--- src/hw/rtl/wsd_pkg.sv ---
// Shared types and constants for the WebSocket frame deframer.
// Depends on nothing; imported by every module of the block.
`default_nettype none

package wsd_pkg;

  localparam int unsigned CapW     = 17;
  localparam int unsigned CountW   = 16;
  localparam int unsigned LenW     = 64;
  localparam int unsigned KeyW     = 32;
  localparam int unsigned PaddrW   = 3;
  localparam int unsigned PdataW   = 32;

  localparam logic [CapW-1:0] CapReset = 17'd4096;

  localparam logic [3:0] OpText   = 4'h1;
  localparam logic [3:0] OpBinary = 4'h2;
  localparam logic [3:0] OpClose  = 4'h8;
  localparam logic [3:0] OpPing   = 4'h9;
  localparam logic [3:0] OpPong   = 4'hA;

  localparam logic [6:0] LenExt16 = 7'd126;
  localparam logic [6:0] LenExt64 = 7'd127;

  localparam logic [3:0] Ext16Bytes = 4'd2;
  localparam logic [3:0] Ext64Bytes = 4'd8;
  localparam logic [3:0] MaskBytes  = 4'd4;

  typedef enum logic [2:0] {
    KIND_UNKNOWN = 3'd0,
    KIND_TEXT    = 3'd1,
    KIND_BINARY  = 3'd2,
    KIND_CLOSE   = 3'd3,
    KIND_PING    = 3'd4,
    KIND_PONG    = 3'd5
  } frame_kind_e;

  typedef struct packed {
    logic              has_byte;
    logic [7:0]        data_byte;
    logic              frame_end;
    frame_kind_e       frame_kind;
    logic [CountW-1:0] kept_count;
    logic              send_pong;
    logic              link_closed;
  } wsd_result_t;

  function automatic frame_kind_e kind_of(input logic [3:0] op);
    frame_kind_e k;
    case (op)
      OpText:   k = KIND_TEXT;
      OpBinary: k = KIND_BINARY;
      OpClose:  k = KIND_CLOSE;
      OpPing:   k = KIND_PING;
      OpPong:   k = KIND_PONG;
      default:  k = KIND_UNKNOWN;
    endcase
    return k;
  endfunction

endpackage

`default_nettype wire

--- src/hw/rtl/wsd_apb_regs.sv ---
// APB register file: holds the buffer capacity and derives the keep limit.
// Depends on wsd_pkg.
`default_nettype none

module wsd_apb_regs (
  input  wire logic                       clk_i,
  input  wire logic                       rst_ni,
  input  wire logic                       psel,
  input  wire logic                       penable,
  input  wire logic                       pwrite,
  input  wire logic [wsd_pkg::PaddrW-1:0] paddr,
  input  wire logic [wsd_pkg::PdataW-1:0] pwdata,
  output logic      [wsd_pkg::PdataW-1:0] prdata,
  output logic                            pready,
  output logic      [wsd_pkg::CountW-1:0] keep_lim_o
);
  import wsd_pkg::*;

  logic [CapW-1:0] cap_q;
  logic            wr_en;
  logic            sel_cap;

  assign pready  = 1'b1;
  assign sel_cap = (paddr[PaddrW-1] == 1'b0);
  assign wr_en   = psel && penable && pwrite && pready && sel_cap;

  always_ff @(posedge clk_i or negedge rst_ni) begin
    if (!rst_ni) begin
      cap_q <= CapReset;
    end else if (wr_en) begin
      cap_q <= pwdata[CapW-1:0];
    end
  end

  assign prdata = sel_cap ? {{(PdataW-CapW){1'b0}}, cap_q} : '0;

  // saturate at the largest count; capacity zero keeps nothing
  always_comb begin
    if (cap_q[CapW-1]) begin
      keep_lim_o = '1;
    end else if (cap_q[CountW-1:0] == '0) begin
      keep_lim_o = '0;
    end else begin
      keep_lim_o = cap_q[CountW-1:0] - CountW'(1);
    end
  end

endmodule

`default_nettype wire

--- src/hw/rtl/wsd_parser.sv ---
// Frame parser: header, extended length and mask key state machine, payload unmasking.
// Depends on wsd_pkg; one byte is consumed per step.
`default_nettype none

module wsd_parser (
  input  wire logic                       clk_i,
  input  wire logic                       rst_ni,
  input  wire logic                       step_i,
  input  wire logic [7:0]                 rx_byte_i,
  input  wire logic [wsd_pkg::CountW-1:0] keep_lim_i,
  output logic                            res_valid_o,
  output wsd_pkg::wsd_result_t            res_o
);
  import wsd_pkg::*;

  typedef enum logic [2:0] {
    PH_HDR0 = 3'd0,
    PH_HDR1 = 3'd1,
    PH_EXT  = 3'd2,
    PH_MASK = 3'd3,
    PH_DATA = 3'd4
  } phase_e;

  phase_e            phase_q, phase_d;
  logic [3:0]        opcode_q, opcode_d;
  logic              mask_q, mask_d;
  logic [3:0]        cnt_q, cnt_d;
  logic [LenW-1:0]   len_q, len_d;
  logic [KeyW-1:0]   key_q, key_d;
  logic [LenW-1:0]   rem_q, rem_d;
  logic [CountW-1:0] pos_q, pos_d;
  logic [1:0]        lo_q, lo_d;
  logic              closed_q, closed_d;

  logic              go_after, go_start, fin, fin_has;
  logic [7:0]        fin_data, key_byte, data_b;
  logic              keep;
  logic [3:0]        cnt_inc;
  logic [CountW-1:0] kept;

  always_comb begin
    case (lo_q)
      2'd0:    key_byte = key_q[31:24];
      2'd1:    key_byte = key_q[23:16];
      2'd2:    key_byte = key_q[15:8];
      default: key_byte = key_q[7:0];
    endcase
  end

  assign data_b  = rx_byte_i ^ key_byte;
  assign keep    = (pos_q < keep_lim_i);
  assign cnt_inc = cnt_q + 4'd1;

  always_comb begin
    phase_d     = phase_q;
    opcode_d    = opcode_q;
    mask_d      = mask_q;
    cnt_d       = cnt_q;
    len_d       = len_q;
    key_d       = key_q;
    rem_d       = rem_q;
    pos_d       = pos_q;
    lo_d        = lo_q;
    closed_d    = closed_q;
    go_after    = 1'b0;
    go_start    = 1'b0;
    fin         = 1'b0;
    fin_has     = 1'b0;
    fin_data    = '0;
    kept        = '0;
    res_valid_o = 1'b0;
    res_o       = '0;

    if (step_i && !closed_q) begin
      case (phase_q)
        PH_HDR0: begin
          opcode_d = rx_byte_i[3:0];
          phase_d  = PH_HDR1;
        end
        PH_HDR1: begin
          mask_d = rx_byte_i[7];
          key_d  = '0;
          len_d  = '0;
          if (rx_byte_i[6:0] == LenExt16) begin
            cnt_d   = Ext16Bytes;
            phase_d = PH_EXT;
          end else if (rx_byte_i[6:0] == LenExt64) begin
            cnt_d   = Ext64Bytes;
            phase_d = PH_EXT;
          end else begin
            len_d    = LenW'(rx_byte_i[6:0]);
            go_after = 1'b1;
          end
        end
        PH_EXT: begin
          len_d = {len_q[LenW-9:0], rx_byte_i};
          if (cnt_q != 4'd0) begin
            cnt_d = cnt_q - 4'd1;
          end
          if (cnt_d == 4'd0) begin
            go_after = 1'b1;
          end
        end
        PH_MASK: begin
          key_d = {key_q[KeyW-9:0], rx_byte_i};
          cnt_d = cnt_inc;
          if (cnt_inc >= MaskBytes) begin
            cnt_d    = 4'd0;
            go_start = 1'b1;
          end
        end
        PH_DATA: begin
          lo_d  = lo_q + 2'd1;
          rem_d = rem_q - LenW'(1);
          if (pos_q != '1) begin
            pos_d = pos_q + CountW'(1);
          end
          if (rem_q == LenW'(1)) begin
            fin      = 1'b1;
            fin_has  = keep;
            fin_data = keep ? data_b : 8'd0;
          end else if (keep) begin
            res_valid_o     = 1'b1;
            res_o.has_byte  = 1'b1;
            res_o.data_byte = data_b;
          end
        end
        default: begin
          phase_d = PH_HDR0;
        end
      endcase

      if (go_after) begin
        if (mask_d) begin
          cnt_d   = 4'd0;
          phase_d = PH_MASK;
        end else begin
          go_start = 1'b1;
        end
      end

      if (go_start) begin
        pos_d = '0;
        lo_d  = 2'd0;
        rem_d = len_d;
        if (len_d == '0) begin
          fin = 1'b1;
        end else begin
          phase_d = PH_DATA;
        end
      end

      if (fin) begin
        if ((len_d[LenW-1:CountW] == '0) && (len_d[CountW-1:0] < keep_lim_i)) begin
          kept = len_d[CountW-1:0];
        end else begin
          kept = keep_lim_i;
        end
        if (opcode_q == OpClose) begin
          closed_d = 1'b1;
        end
        phase_d          = PH_HDR0;
        res_valid_o      = 1'b1;
        res_o.has_byte   = fin_has;
        res_o.data_byte  = fin_data;
        res_o.frame_end  = 1'b1;
        res_o.frame_kind = kind_of(opcode_q);
        res_o.kept_count = kept;
        res_o.send_pong  = (opcode_q == OpPing);
      end
    end
    res_o.link_closed = closed_d;
  end

  always_ff @(posedge clk_i or negedge rst_ni) begin
    if (!rst_ni) begin
      phase_q  <= PH_HDR0;
      opcode_q <= '0;
      mask_q   <= 1'b0;
      cnt_q    <= '0;
      len_q    <= '0;
      key_q    <= '0;
      rem_q    <= '0;
      pos_q    <= '0;
      lo_q     <= '0;
      closed_q <= 1'b0;
    end else begin
      phase_q  <= phase_d;
      opcode_q <= opcode_d;
      mask_q   <= mask_d;
      cnt_q    <= cnt_d;
      len_q    <= len_d;
      key_q    <= key_d;
      rem_q    <= rem_d;
      pos_q    <= pos_d;
      lo_q     <= lo_d;
      closed_q <= closed_d;
    end
  end

endmodule

`default_nettype wire

--- src/hw/rtl/websocket_frame_deframer_unit.sv ---
// Top level of the WebSocket frame deframer: input register, parser, result register.
// Depends on wsd_pkg, wsd_apb_regs and wsd_parser.
//
// Takes one received stream byte per clock cycle while the output side keeps up and
// gives at most one result per byte. A byte is registered on request and parsed once
// the output register is empty or not stalled; its result is captured in the output
// register as it is parsed. A stalled result holds the input register, which then
// stalls the sender. Header bytes and dropped payload bytes give no result, but the
// last byte of a frame gives its frame-end result; after a close frame no byte gives
// a result. The keep limit is buffer_capacity minus one (zero for capacity zero),
// capped at 65535. Write the capacity over APB only while no frame is in flight.
`default_nettype none

module websocket_frame_deframer_unit (
  input  wire logic                       clk_i,
  input  wire logic                       rst_ni,
  input  wire logic                       psel,
  input  wire logic                       penable,
  input  wire logic                       pwrite,
  input  wire logic [wsd_pkg::PaddrW-1:0] paddr,
  input  wire logic [wsd_pkg::PdataW-1:0] pwdata,
  output logic      [wsd_pkg::PdataW-1:0] prdata,
  output logic                            pready,
  input  wire logic                       in_valid_i,
  output logic                            in_stall_o,
  input  wire logic [7:0]                 rx_byte_i,
  output logic                            out_valid_o,
  input  wire logic                       out_stall_i,
  output logic                            has_byte_o,
  output logic      [7:0]                 data_byte_o,
  output logic                            frame_end_o,
  output logic      [2:0]                 frame_kind_o,
  output logic      [wsd_pkg::CountW-1:0] kept_count_o,
  output logic                            send_pong_o,
  output logic                            link_closed_o
);
  import wsd_pkg::*;

  logic              in_valid_q;
  logic [7:0]        in_byte_q;
  logic              out_valid_q;
  wsd_result_t       out_res_q;
  logic              advance;
  logic              step;
  logic              res_valid;
  wsd_result_t       res;
  logic [CountW-1:0] keep_lim;

  wsd_apb_regs u_regs (
    .clk_i      (clk_i),
    .rst_ni     (rst_ni),
    .psel       (psel),
    .penable    (penable),
    .pwrite     (pwrite),
    .paddr      (paddr),
    .pwdata     (pwdata),
    .prdata     (prdata),
    .pready     (pready),
    .keep_lim_o (keep_lim)
  );

  assign advance    = !out_valid_q || !out_stall_i;
  assign step       = in_valid_q && advance;
  assign in_stall_o = in_valid_q && !advance;

  wsd_parser u_parser (
    .clk_i       (clk_i),
    .rst_ni      (rst_ni),
    .step_i      (step),
    .rx_byte_i   (in_byte_q),
    .keep_lim_i  (keep_lim),
    .res_valid_o (res_valid),
    .res_o       (res)
  );

  always_ff @(posedge clk_i or negedge rst_ni) begin
    if (!rst_ni) begin
      in_valid_q  <= 1'b0;
      out_valid_q <= 1'b0;
    end else begin
      if (in_valid_i && !in_stall_o) begin
        in_valid_q <= 1'b1;
      end else if (advance) begin
        in_valid_q <= 1'b0;
      end
      if (advance) begin
        out_valid_q <= res_valid;
      end
    end
  end

  always_ff @(posedge clk_i) begin
    if (in_valid_i && !in_stall_o) begin
      in_byte_q <= rx_byte_i;
    end
    if (advance && res_valid) begin
      out_res_q <= res;
    end
  end

  assign out_valid_o   = out_valid_q;
  assign has_byte_o    = out_res_q.has_byte;
  assign data_byte_o   = out_res_q.data_byte;
  assign frame_end_o   = out_res_q.frame_end;
  assign frame_kind_o  = out_res_q.frame_kind;
  assign kept_count_o  = out_res_q.kept_count;
  assign send_pong_o   = out_res_q.send_pong;
  assign link_closed_o = out_res_q.link_closed;

  a_mid_frame_has_byte: assert property (@(posedge clk_i) disable iff (!rst_ni)
    out_valid_o && !frame_end_o |-> has_byte_o && frame_kind_o == KIND_UNKNOWN
      && kept_count_o == '0 && !send_pong_o)
    else $error("mid-frame result without payload byte or with end fields");

  a_no_byte_zero_data: assert property (@(posedge clk_i) disable iff (!rst_ni)
    out_valid_o && !has_byte_o |-> data_byte_o == 8'd0)
    else $error("data byte set without payload byte");

  a_pong_on_ping: assert property (@(posedge clk_i) disable iff (!rst_ni)
    out_valid_o && send_pong_o |-> frame_end_o && frame_kind_o == KIND_PING)
    else $error("pong request outside a ping frame end");

  a_close_latches: assert property (@(posedge clk_i) disable iff (!rst_ni)
    out_valid_o && frame_end_o && frame_kind_o == KIND_CLOSE |-> link_closed_o)
    else $error("close frame end without closed link");

  a_in_stage_holds: assert property (@(posedge clk_i) disable iff (!rst_ni)
    in_valid_q && !advance |=> in_valid_q && $stable(in_byte_q))
    else $error("stalled input stage lost its byte");

endmodule

`default_nettype wire
--- config.mk ---
export PLATFORM = sky130hd
export DESIGN_NAME = websocket_frame_deframer_unit
export DESIGN_NICKNAME = d
export VERILOG_FILES = /design/src/hw/rtl/wsd_pkg.sv /design/src/hw/rtl/wsd_apb_regs.sv /design/src/hw/rtl/wsd_parser.sv /design/src/hw/rtl/websocket_frame_deframer_unit.sv
export SDC_FILE = /design/constraint.sdc
export NUM_CORES = 1
export LEC_CHECK = 0
export BUFFER_PORTS_ARGS = -buffer_cell sky130_fd_sc_hd__buf_2
export CAP_MARGIN = 20
export CORE_UTILIZATION = 50
export DETAILED_ROUTE_END_ITERATION = 10
export PLACE_DENSITY = 0.73
export SETUP_SLACK_MARGIN = 0.15
export SYNTH_ARGS = -nofsm -noshare
export SYNTH_HDL_FRONTEND = slang
export SYNTH_SLANG_ARGS = --single-unit
--- constraint.sdc ---
create_clock -name clk_i -period 10.3 [get_ports clk_i]
set_input_delay 1.03 -clock clk_i [delete_from_list [all_inputs] [get_ports clk_i]]
set_output_delay 1.03 -clock clk_i [all_outputs]
set_load 0.005 [all_outputs]
# Word level (Yosys, flattened, before mapping)
# Cells that the tools add are included.
# W data, S select, Z words.
# word_totals
register_bits	249
latch_bits	0
ram_bits	0
romBits	0
input_bits	50
output_inout_bits	66
word_cells	150
n_memories	0
# classes
n_addsub	6
mul	0
n_div	0
magnitude_cmp	3
eq_ne	15
shift	0
mux	71
bitwise	2
reduce_logical	32
# op_table
operator	count
$mux W64	4
$pmux W64 S2	1
$mux W16	6
$eq A64 B1 Y1 const B	1
$logic_not A64 Y1	1
$pmux W32 S2	1
$sub A64 B1 Y64 const B	1
$logic_not A48 Y1	1
$lt A16 B16 Y1	2
$mux W4	8
$mux W30	1
$mux W1	28
$mux W9	3
$mux W8	3
$pmux W8 S3	1
$mux W3	7
$mux W17	1
$add A16 B1 Y16 const B	1
$logic_not A16 Y1	1
$ne A16 B16 Y1 const B	1
$sub A16 B1 Y16 const B	1
$pmux W3 S5	1
$eq A7 B7 Y1 const B	2
$eq A4 B4 Y1 const B	3
other kinds (29)	49

# Logic depth before layout (Yosys ltp)
# Gate-level depths: netlist (run 1).
# depth
word_depth	16
mapped_depth	19
depth_no_buf	15

# Modules after synthesis
# Synthesis (run 1) repeated with hierarchy kept, for this count alone.
# unflattened
hier_cells	1764
hier_area_um2	15290.9
# modules_own_cells
mod	n_inst	cells_each	area_per_inst_um2
wsd_parser	1	1580	12726.0
wsd_apb_regs	1	135	1295.0
websocket_frame_deframer_unit	1	49	1270.0

# Worst setup path before layout (run 1)
# Ideal clock, no wire load.
# synth_path
path_kind	flip-flop to flip-flop
start	register u_regs.cap_q[5]
end	register out_res_q, in the netlist data_byte_o[0], enable pin
t_arrival_ns	3.727
setup_slack_ns	6.184
stages_incl_launch_ff	16
n_path_buf	0
period_less_slack_ns	4.116
path_cell_list	dfrtp_1 > nor4_1 > nor2b_1 > nand3_1 > nor3_1 > xor2_1 > a21oi_1 > ha_1 > a21oi_1 > nor2b_1 > o21ai_0 > a21oi_1 > nor3_1 > a2bb2oi_1 > nand2_1 > nand2_1
# synth_via
elab_chain_cells	10
word_cells_on_any_way	11
# synth_lines
item	line	source
start: declaration	wsd_apb_regs.sv:19	logic [CapW-1:0] cap_q;
start signal: assignment	wsd_apb_regs.sv:29	cap_q <= CapReset;
start signal: assignment	wsd_apb_regs.sv:31	cap_q <= pwdata[CapW-1:0];
$sub A16 B1 Y16 / $logic_not A16 Y1 (equally long branches)	wsd_apb_regs.sv:44, wsd_apb_regs.sv:41	
$mux W16 *	wsd_apb_regs.sv:41	end else if (cap_q[CountW-1:0] == '0) begin
$mux W16 *	wsd_apb_regs.sv:39	if (cap_q[CapW-1]) begin
$lt A16 B16 Y1 *	wsd_parser.sv:51	assign keep = (pos_q < keep_lim_i);
$mux W1 *	wsd_parser.sv:122	end else if (keep) begin
$mux W1 *	wsd_parser.sv:118	if (rem_q == LenW'(1)) begin
$mux W1 *	wsd_parser.sv:75	case (phase_q)
$mux W1 *	wsd_parser.sv:153	if (fin) begin
$mux W1 *	wsd_parser.sv:74	if (step_i && !closed_q) begin
$logic_and A1 B1 Y1 *	websocket_frame_deframer_unit.sv:96	if (advance && res_valid) begin
end signal: assignment	websocket_frame_deframer_unit.sv:97	out_res_q <= res;
end: declaration	websocket_frame_deframer_unit.sv:42	wsd_result_t out_res_q;
# Mark *: on every way between the ends. The rest lies on a longest branch, timed or not.
# A chain may end at the register's enable or synchronous reset.

# Final worst setup path (run 1)
# layout_path
start	register u_regs.cap_q[4]
end	register out_res_q, in the netlist data_byte_o[4], enable pin
# The elaborated chain is that of the path after synthesis.

==> metrics, run 1 <==
post-route total power approximately 0.0022 W; boundary pin count about 120; number of hold buffers added after CTS 0; kind of critical path flip-flop to flip-flop; starting DRC count in detailed routing roughly 1.7k; transition time at the pin with the least slew margin 1.06 ns; width of the die approximately 170 µm; outcome completed; insertion delay of the later-clocked pin in the worst-skew pair 0.58 ns; global-route wire length before repair 65700 µm; Die Area 30300 µm²; sum of negative setup slack 0 ns; Core Rows 62; async set-reset flop share out of synthesis between 80% and 90%; number of buffer and inverter stages on the critical path 1; maximum fanout encountered on the critical timing path 27; HPWL Detailed 27000 µm; reg2reg setup slack ~5 ns; area inside the core boundary between 20000 and 30000 µm²; clock slew at the register clock pins of the worst setup and hold paths around 0.07 ns; slowest stage cell, crit path sky130_fd_sc_hd__a2bb2oi_1; maxcap violations 0; worst clock skew approximately 0.04 ns; CTS Buf Count 28; Post-DRT Antenna Nets 0; Synth warnings 0; mean instance size in the synthesized netlist 8.82 µm²; number of distinct library cell variants in the gate-level netlist after synthesis 85; Max-slew headroom 29.3%; die height 174 µm; overall via count from detail_route 13.3k; Remaining DRCs 0; via count of the first global-routing pass 12.2k; hold wc startpoint u_parser.rem_q[36]; top cell family by delay on the critical path simple AND/OR/NAND/NOR gates; top achievable clock speed roughly 190 MHz; Clock H-tree levels 1; post-CTS setup buffer count 0; routed wire length 41000 µm; Critical R2R Capture data_byte_o[4]; R2R cell count 16; number of flip-flops and latches in the synthesized netlist 249; category of the worst setup path launch point flip-flop; final cycle utilization of the critical path 50.5%; worst hold path class flip-flop to flip-flop; cell with the most instances on the worst path sky130_fd_sc_hd__a21oi_1; final-report setup violation count 0; Post-Syn Instances 1679; power per cell area 137 nW/µm²; largest net degree at the start of global routing 95; number of iterations in the first detailed-routing pass 6; fraction of final layout cells with drive strength greater than 1 12.6%; Worst Hold Depth 1; number of pins exceeding their max-slew limit in the final report 0; post-synthesis instance area ~15000 µm²; wire length per cell after detailed routing approximately 19 µm; remaining global-route overflow 0; initial standard-cell utilization of the core 51.2%; Final min period 5.20 ns; Critical Path RT about 11 ns; cells resized by post-CTS repair 0; detailed-route vias per instance between 6 and 7; cell breakdown of the critical path nor4_1 > nor2b_1 > nand3_1 > nor3_1 > xor2_1 > a21oi_1 > ha_1 > a21oi_1 > nor2b_1 > o21ai_0 > a21oi_1 > nor3_1 > a2bb2oi_1 > nand2_1 > nand2_1 > buf_4; final hold slack ~0.46 ns; antenna violations before repair 0; number of nets in the layout 1798; worst flop-to-flop path startpoint u_regs.cap_q[4]; layout overhead on the synthesized area 10.2%; count of flip-flops with a built-in enable after synthesis 39; clock tree from TritonCTS built; WP data arrival 5.43 ns; GPL Wtd Cong slightly below 0.9; number of port buffers 82; Leak about 7.0 nW; peak supply drop roughly 0.12 mV; endpoint type of the worst setup path flip-flop; terminating pin of the worst hold path u_parser.rem_q[36]; number of sinks handled by clock tree synthesis 249; Main synth FF type sky130_fd_sc_hd__dfrtp_1; ant diodes 0; all-layer global routing usage 26.7%; max incr delay on CP 0.87 ns; post-synthesis sequential area ratio 43.4%; clock root cell sky130_fd_sc_hd__clkbuf_16; RSZ-0062 raised after global routing no; worst-case clock buffer depth 3; final hold violation count 0
power by group:
group	total, W	internal, W	switching, W
registers	0.00105	0.00102	0.0000298
logic	0.000157	0.0000634	0.0000937
clock network	0.00103	0.000602	0.000426
total	0.00223	0.00168	0.000550
per-layer routing:
layer / part of all wire (%) / routed length, µm / GRT usage (%) / up-vias
li1: - / - / - / 6185
met5: 0 / 0 / 0 / -
met4: 2.3 / 945 / 7.57 / 0
met1: 42 / 17300 / 37.3 / 6492
met3: 7.7 / 3180 / 3.61 / 68
met2: 48 / 19500 / 43.5 / 554
flip-flops by register name, summed over array words and instances, names as in the netlist, 8 cells and up:
name and cells:
u_parser.key_q 32, u_regs.cap_q 17, in_byte_q 8, data_byte_o 8, u_parser.pos_q 16, kept_count_o 16
u_parser.rem_q 64, u_parser.len_q 64
synth_stat cells, types with 9 or more instances:
cell / number / area share, %
sky130_fd_sc_hd__nand4_1: 30 / 1.3
sky130_fd_sc_hd__a21oi_1: 61 / 2.1
sky130_fd_sc_hd__buf_4: 17 / 0.86
sky130_fd_sc_hd__a22oi_1: 32 / 1.6
sky130_fd_sc_hd__nor2_1: 97 / 2.5
sky130_fd_sc_hd__mux2_2: 26 / 2.0
sky130_fd_sc_hd__ha_1: 41 / 3.5
sky130_fd_sc_hd__o22ai_1: 10 / 0.42
sky130_fd_sc_hd__nor4_1: 30 / 1.3
sky130_fd_sc_hd__o211ai_1: 9 / 0.46
sky130_fd_sc_hd__xor2_1: 26 / 1.5
sky130_fd_sc_hd__buf_2: 19 / 0.64
sky130_fd_sc_hd__a21o_1: 14 / 0.71
sky130_fd_sc_hd__nor3_1: 73 / 2.5
sky130_fd_sc_hd__edfxtp_1: 39 / 7.9
sky130_fd_sc_hd__nand2_1: 300 / 7.6
sky130_fd_sc_hd__nand3_1: 36 / 1.2
sky130_fd_sc_hd__o21a_1: 9 / 0.46
sky130_fd_sc_hd__clkbuf_1: 66 / 1.7
sky130_fd_sc_hd__dfrtp_1: 209 / 35
sky130_fd_sc_hd__a211oi_2: 10 / 0.84
sky130_fd_sc_hd__o21ai_0: 170 / 5.7
sky130_fd_sc_hd__a211oi_1: 16 / 0.81
sky130_fd_sc_hd__nor2b_1: 22 / 0.93
sky130_fd_sc_hd__or3_1: 15 / 0.63
sky130_fd_sc_hd__a221oi_1: 28 / 1.7
sky130_fd_sc_hd__inv_1: 24 / 0.61
sky130_fd_sc_hd__and3_1: 27 / 1.1
sky130_fd_sc_hd__a22o_1: 17 / 1.0
sky130_fd_sc_hd__nand2b_1: 9 / 0.38
sky130_fd_sc_hd__buf_1: 10 / 0.25
sky130_fd_sc_hd__and2_1: 35 / 1.5
cell usage in the layout (no fill, tap or decap), drive strengths merged, types with 6 or more instances in the layout:
cell type  count
xor2          26
or4            6
nand2        300
a22o          17
nor3          73
a21oi         61
or3           15
inv           25
a31oi          8
nor3b          7
a221oi        30
nand3         36
and2          36
nand4         30
xnor2          8
nor4bb         6
a21o          14
nor2          98
o31ai          8
conb          16
o21a           9
edfxtp        39
and3          27
nand2b         9
ha            41
a222oi         8
dfrtp        209
mux2          26
o22ai         10
a211oi        26
clkbuf        34
clkinv         6
buf          106
o211ai         9
or2           10
o21ai        174
a22oi         32
nor2b         22
nor4          30
cell families after synthesis:
group | synth area share (%)
and+or+nand+nor | 23.7
xor gates and xnor gates | 2.01
adders and majority gates | 3.46
muxes | 2.32
buffers and inverters | 4.71
AOI/OAI and AO/OA | 20.4
other | 0.0507
DFF | 43.4
metrics by stage:
stage                     util (%)  setup WS [ns]  instances  area (µm²)
after global routing          56.4           4.74       2108       16300
after detailed placement      53.1           5.23       2059       15400
after global placement        53.1           5.32       2059       15400
after CTS                     56.3           5.20       2106       16300
final                         56.4           5.10       2108       16300
after floorplan                  -           6.18       1693       14900
cell type report:
cell class	count	area [µm²]
Timing Repair Buffer	106	608
Tap cell	384	480
Clock buffer	34	763
Fill cell	2539	12600
Sequential cell	249	6430
Inverter	24	90.1
Clock inverter	13	179
Multi-Input combinational cell	1298	7770
worst max-delay path by stage:
stage | from | end | slack (ns) | cells after the start
3_5_place_dp | u_regs.cap_q[4] | kept_count_o[13] | 5.23 | 16
6_report | u_regs.cap_q[4] | data_byte_o[4] | 5.10 | 16
3_3_place_gp | u_regs.cap_q[4] | kept_count_o[12] | 5.32 | 16
4_1_cts | u_regs.cap_q[5] | data_byte_o[4] | 5.20 | 16
2_1_floorplan | u_regs.cap_q[5] | data_byte_o[0] | 6.18 | 15
5_1_grt | u_regs.cap_q[4] | kept_count_o[4] | 4.74 | 16
(Power assumes the default switching activity.)
==> run 2, diff against run 1 <==
==> constraint.sdc (replaced) <==
create_clock -name clk_i -period 5.45 [get_ports clk_i]
set_input_delay 0.545 -clock clk_i [delete_from_list [all_inputs] [get_ports clk_i]]
set_output_delay 0.545 -clock clk_i [all_outputs]
set_load 0.005 [all_outputs]
==> run 2 against run 1 <==
Effect of this change:
- maximum frequency is 6.9% higher
- clock skew is 0.029 ns lower
- non-clock buffer count is 18 higher
- critical path depth is 2 lower
- die area stayed put
- combinational power is 92% higher
- global-route usage is 0.33 points higher
- worst setup slack worse by 4.5 ns
- first-iteration DRC count is 7.5% lower
==> metrics, run 2 (same netlist as run 1, synthesis figures left out) <==
endpoint type of the worst setup path flip-flop; Core Rows 62; detailed-route vias per instance approximately 6.3; number of nets in the layout between 1.5k and 2k; ant diodes 0; commonest cells after routing, fill and taps aside 300 x sky130_fd_sc_hd__nand2_1, 207 x sky130_fd_sc_hd__dfrtp_1, 169 x sky130_fd_sc_hd__o21ai_0, 95 x sky130_fd_sc_hd__nor2_1, 81 x sky130_fd_sc_hd__buf_2; biggest registers after layout u_parser.len_q: 64 flops, u_parser.rem_q: 64 flops, u_parser.key_q: 32 flops; Post-DRT Antenna Nets 0; power per cell area between 200 and 300 nW/µm²; max incr delay on CP about 0.75 ns; area inside the core boundary between 20000 and 30000 µm²; worst hold path class primary input to asynchronous set/reset pin; footprint of the multi-input gates a little under 8000 µm²; starting DRC count in detailed routing 1580; wire length per cell after detailed routing 19.5 µm; Clock H-tree levels 1; WP data arrival 5.13 ns; antenna violations before repair 0; clock slew at the register clock pins of the worst setup and hold paths 0.06 ns; share of total power in combinational logic 7.0%; number of iterations in the first detailed-routing pass 7; fraction of final layout cells with drive strength greater than 1 13.3%; cell breakdown of the critical path nor4_1 > nor2b_1 > nand3_1 > nor3_1 > xor2_1 > a21oi_1 > buf_4 > ha_1 > nand4_1 > nor2_1 > o2111ai_1 > o21ai_1 > or2_1 > a211oi_1; insertion delay of the later-clocked pin in the worst-skew pair 0.55 ns; number of hold buffers added after CTS 0; number of sinks handled by clock tree synthesis roughly 250; kind of critical path flip-flop to flip-flop; CTS Buf Count 28; die height 174 µm; final cycle utilization of the critical path between 80% and 90%; cells resized by post-CTS repair 0; maximum fanout encountered on the critical timing path 17; clock root cell sky130_fd_sc_hd__clkbuf_16; share of power burned in the clock network 46.9%; Die Area 30300 µm²; outcome completed; initial standard-cell utilization of the core 51.2%; transition time at the pin with the least slew margin 0.984 ns; sum of negative setup slack 0 ns; Final min period 4.86 ns; HPWL Detailed 28300 µm; total net switching power 0.00101 W; largest net degree at the start of global routing 114; routed wire length 41600 µm; Leak roughly 7.1 nW; final hold violation count 0; Max-slew headroom between 30 and 40%; worst-case clock buffer depth 3; count of non-filler cells in the finished layout approximately 2.1k; number of buffer and inverter stages on the critical path 1; peak supply drop 0.248 mV; layout overhead on the synthesized area 11.4%; most common cell after layout, fill and taps aside sky130_fd_sc_hd__nand2_1; Critical R2R Capture kept_count_o[5]; global-route wire length before repair 66400 µm; fraction of power spent switching nets 23.4%; RSZ-0062 raised after global routing no; via count of the first global-routing pass about 12k; all-layer global routing usage between 20 and 30%; reg2reg setup slack about 0.59 ns; worst clock skew around 0.011 ns; number of port buffers just over 80; final-report setup violation count 0; # fillers 2505; overall via count from detail_route 13.4k; width of the die about 170 µm; P_int 0.00329 W; worst flop-to-flop path startpoint u_regs.cap_q[4]; post-CTS setup buffer count 0; R2R cell count 14; Critical Path RT 5.72 ns; remaining global-route overflow 0; Remaining DRCs 0; category of the worst setup path launch point flip-flop; slowest stage cell, crit path sky130_fd_sc_hd__o21ai_1; number of cells in the design after placement 2079; Seq pwr share 46.0%; clock tree from TritonCTS built; GPL Wtd Cong between 0.9 and 1; maxcap violations 0; Sequential cell area 6430 µm²; number of pins exceeding their max-slew limit in the final report 0; top achievable clock speed 206 MHz; top cell family by delay on the critical path simple AND/OR/NAND/NOR gates; boundary pin count 116
run 2: layer usage:
layer	up-vias	wire (µm)	global-route usage, %
met5	-	0	0
met4	0	1530	10.4
met3	119	3370	3.74
met2	612	19300	42.7
met1	6457	17400	37.7
li1	6221	-	-
run 2: cell type report:
| class | instances | area share, % |
|---|---|---|
| Inverter | 24 | 0.546 |
| Clock inverter | 19 | 1.46 |
| Clock buffer | 33 | 4.49 |
| Multi-Input combinational cell | 1298 | 47.1 |
| Tap cell | 384 | 2.91 |
| Timing Repair Buffer | 124 | 4.54 |
| Sequential cell | 249 | 39.0 |
run 2: worst max path at each step:
stage                     slack [ns]  cells after the start             from              end
after floorplan                 1.33                     15  u_regs.cap_q[5]   data_byte_o[0]
after global placement          0.88                     13  u_regs.cap_q[5]  kept_count_o[5]
after detailed placement        0.71                     13  u_regs.cap_q[4]  kept_count_o[5]
after CTS                       0.64                     14  u_regs.cap_q[4]  kept_count_o[5]
after global routing            0.16                     13  u_regs.cap_q[4]  kept_count_o[5]
final                           0.59                     14  u_regs.cap_q[4]  kept_count_o[5]
run 2: stage by stage:
step	util, %	setup WS (ns)	area [µm²]	hold slack, ns	total power, W
floorplan	-	1.33	14900	0.249	0.00218
global placement	53.6	0.877	15500	0.448	0.00230
detailed placement	53.6	0.707	15500	0.458	0.00231
CTS	57.0	0.645	16500	0.107	0.00433
global route	57.0	0.158	16500	0.135	0.00443
finish	57.0	0.590	16500	0.0285	0.00430
run 2: power by group through the flow:
stage,Clock (W),Sequential (W),Combinational [W]
floorplan,0,0.00199,0.000193
global placement,0,0.00201,0.000290
detailed placement,0,0.00201,0.000300
CTS,0.00205,0.00198,0.000304
global route,0.00211,0.00198,0.000338
finish,0.00202,0.00198,0.000302
==> run 3, diff against run 2 <==
--- a/config.mk
+++ b/config.mk
@@ -9,7 +9,8 @@
 export CAP_MARGIN = 20
 export CORE_UTILIZATION = 50
 export DETAILED_ROUTE_END_ITERATION = 10
-export PLACE_DENSITY = 0.73
+export PLACE_DENSITY = 0.76
+export REMOVE_ABC_BUFFERS = 1
 export SETUP_SLACK_MARGIN = 0.15
 export SYNTH_ARGS = -nofsm -noshare
 export SYNTH_HDL_FRONTEND = slang
==> constraint.sdc (replaced) <==
create_clock -name clk_i -period 4.2 [get_ports clk_i]
set_input_delay 0.42 -clock clk_i [delete_from_list [all_inputs] [get_ports clk_i]]
set_output_delay 0.42 -clock clk_i [all_outputs]
set_load 0.005 [all_outputs]
==> run 3 against run 2 <==
Effect of this change:
- wire length is 2.5% higher
- clock-buffer cell count is 13 higher
- register-to-register slack worse by 0.20 ns
- flip-flop and latch count stayed put
- worst setup slack worse by 0.20 ns
- final area is 1.9% higher
- non-clock buffer count is 15 higher
- worst hold slack better by 0.0039 ns
- final cell count is 0.89% higher
- largest power group unchanged
==> metrics, run 3 (same netlist as run 1, synthesis figures left out) <==
area inside the core boundary 28900 µm²; ant diodes 0; RSZ-0062 raised after global routing no; kind of critical path flip-flop to flip-flop; worst flop-to-flop path startpoint u_regs.cap_q[4]; detailed-route vias per instance 6.29; wire length per cell after detailed routing 19.9 µm; final hold violation count 0; Max-slew headroom 36.9%; WP data arrival around 4.2 ns; die height 174 µm; clock tree from TritonCTS built; most common cell after layout, fill and taps aside sky130_fd_sc_hd__nand2_1; boundary pin count 116; commonest cells after routing, fill and taps aside 300 x sky130_fd_sc_hd__nand2_1, 207 x sky130_fd_sc_hd__dfrtp_1, 169 x sky130_fd_sc_hd__o21ai_0, 95 x sky130_fd_sc_hd__nor2_1, 81 x sky130_fd_sc_hd__buf_2; outcome completed; number of nets in the layout 1833; power per cell area 341 nW/µm²; Post-DRT Antenna Nets 0; final cycle utilization of the critical path 90.6%; Die Area 30300 µm²; Cell Area, Placed 15600 µm²; maxcap violations 0; all-layer global routing usage 27.9%; Leak slightly above 7 nW; insertion delay of the later-clocked pin in the worst-skew pair 0.56 ns; layout overhead on the synthesized area 13.5%; clock slew at the register clock pins of the worst setup and hold paths 0.06 ns; global-route wire length before repair ~70000 µm; Critical R2R Capture kept_count_o[0]; initial standard-cell utilization of the core 51.2%; sum of negative setup slack 0 ns; count of cell instances traversed by the critical path 17; Core Rows 62; GPL Wtd Cong 0.888; maximum fanout encountered on the critical timing path 16; CTS Buf Count 30; remaining global-route overflow 0; transition time at the pin with the least slew margin 0.937 ns; starting DRC count in detailed routing 1544; total net switching power 0.00136 W; R2R cell count 17; largest net degree at the start of global routing 106; Clock H-tree levels 1; endpoint type of the worst setup path flip-flop; terminating pin of the worst hold path in_byte_q[4]; top cell family by delay on the critical path simple AND/OR/NAND/NOR gates; max incr delay on CP 0.44 ns; worst-case clock buffer depth 3; width of the die roughly 170 µm; top achievable clock speed 263 MHz; category of the worst setup path launch point flip-flop; cell breakdown of the critical path nor4_2 > buf_4 > nor2b_2 > nand3_2 > nor3_2 > xor2_1 > a21oi_2 > buf_4 > ha_1 > a21o_1 > a21o_1 > a21oi_1 > o21ai_0 > a21oi_1 > o21ai_1 > or2_4 > a211oi_1; final setup margin approximately 0.4 ns; worst clock skew 0.0141 ns; number of pins exceeding their max-slew limit in the final report 0; slowest stage cell, crit path sky130_fd_sc_hd__dfrtp_1; number of port buffers 82; Remaining DRCs 0; peak supply drop 0.537 mV; number of iterations in the first detailed-routing pass 7; hold wc startpoint rx_byte_i[4]; P_int 0.00436 W; worst hold path class primary input to flip-flop; Seq pwr share between 40% and 50%; overall via count from detail_route 13.5k; Final min period 3.81 ns; reg2reg setup slack slightly below 0.4 ns; fraction of final layout cells with drive strength greater than 1 between 10% and 20%; Final Instance Area 16800 µm²; clock root cell sky130_fd_sc_hd__clkbuf_16; share of power burned in the clock network a little under half; number of sinks handled by clock tree synthesis 249; antenna violations before repair 0; Critical Path RT 4.59 ns; final core utilization 58.1%; Place WS -0.129 ns; final hold slack approximately 0.032 ns; via count of the first global-routing pass 12.6k; routed wire length 42700 µm; fraction of power spent switching nets 23.8%; final-report setup violation count 0; HPWL Detailed 28900 µm; # fillers approximately 2.5k; Worst Hold Depth 1; share of total power in combinational logic under 10%; biggest registers after layout u_parser.len_q: 64 flops, u_parser.rem_q: 64 flops, u_parser.key_q: 32 flops; number of buffer and inverter stages on the critical path 2
-- run 3: through the flow --
step | instances | total power, W
detailed placement | 2088 | 0.00300
finish | 2150 | 0.00573
global placement | 2088 | 0.00298
floorplan | 1571 | 0.00281
CTS | 2147 | 0.00574
global route | 2150 | 0.00591
-- run 3: final cells by class --
type | instances | area (µm²) | share of cell area (%)
multi-input combinational | 1298 | 7820 | 46.6
sequential | 249 | 6430 | 38.3
timing repair buffer | 139 | 926 | 5.51
clock buffer | 46 | 881 | 5.24
tap | 384 | 480 | 2.86
clock inverter | 10 | 171 | 1.02
inverter | 24 | 90.1 | 0.536
-- run 3: power by group through the flow --
stage	Clock (W)	Sequential, W	Combinational [W]
floorplan	0	0.00258	0.000228
global placement	0	0.00260	0.000380
detailed placement	0	0.00261	0.000393
CTS	0.00277	0.00256	0.000408
global route	0.00287	0.00258	0.000461
finish	0.00274	0.00257	0.000415
-- run 3: timing repair --
item / 4_1_cts / 5_1_grt
gates resized for setup: 5 / 9
pin swaps: 2 / 1
setup buffers: 2 / 3
endpoints found under the hold margin: 98 / 0
endpoints found under the setup margin: 47 / 55
hold buffers: 1 / 0
-- run 3: how the worst max path moves through the flow --
stage | endpoint | start
3_5_place_dp | kept_count_o[0] | u_regs.cap_q[4]
5_1_grt | kept_count_o[5] | u_regs.cap_q[4]
2_1_floorplan | kept_count_o[0] | u_parser.phase_q[0]
4_1_cts | kept_count_o[11] | u_regs.cap_q[4]
3_3_place_gp | kept_count_o[15] | u_regs.cap_q[4]
6_report | kept_count_o[0] | u_regs.cap_q[4]
-- run 3: layer usage --
metal / up-vias / track usage (%) / wire (µm)
met2: 606 / 45.7 / 20600
met3: 109 / 3.61 / 3040
met5: - / 0 / 0
met1: 6523 / 37.8 / 17700
met4: 0 / 10.3 / 1370
li1: 6275 / - / -
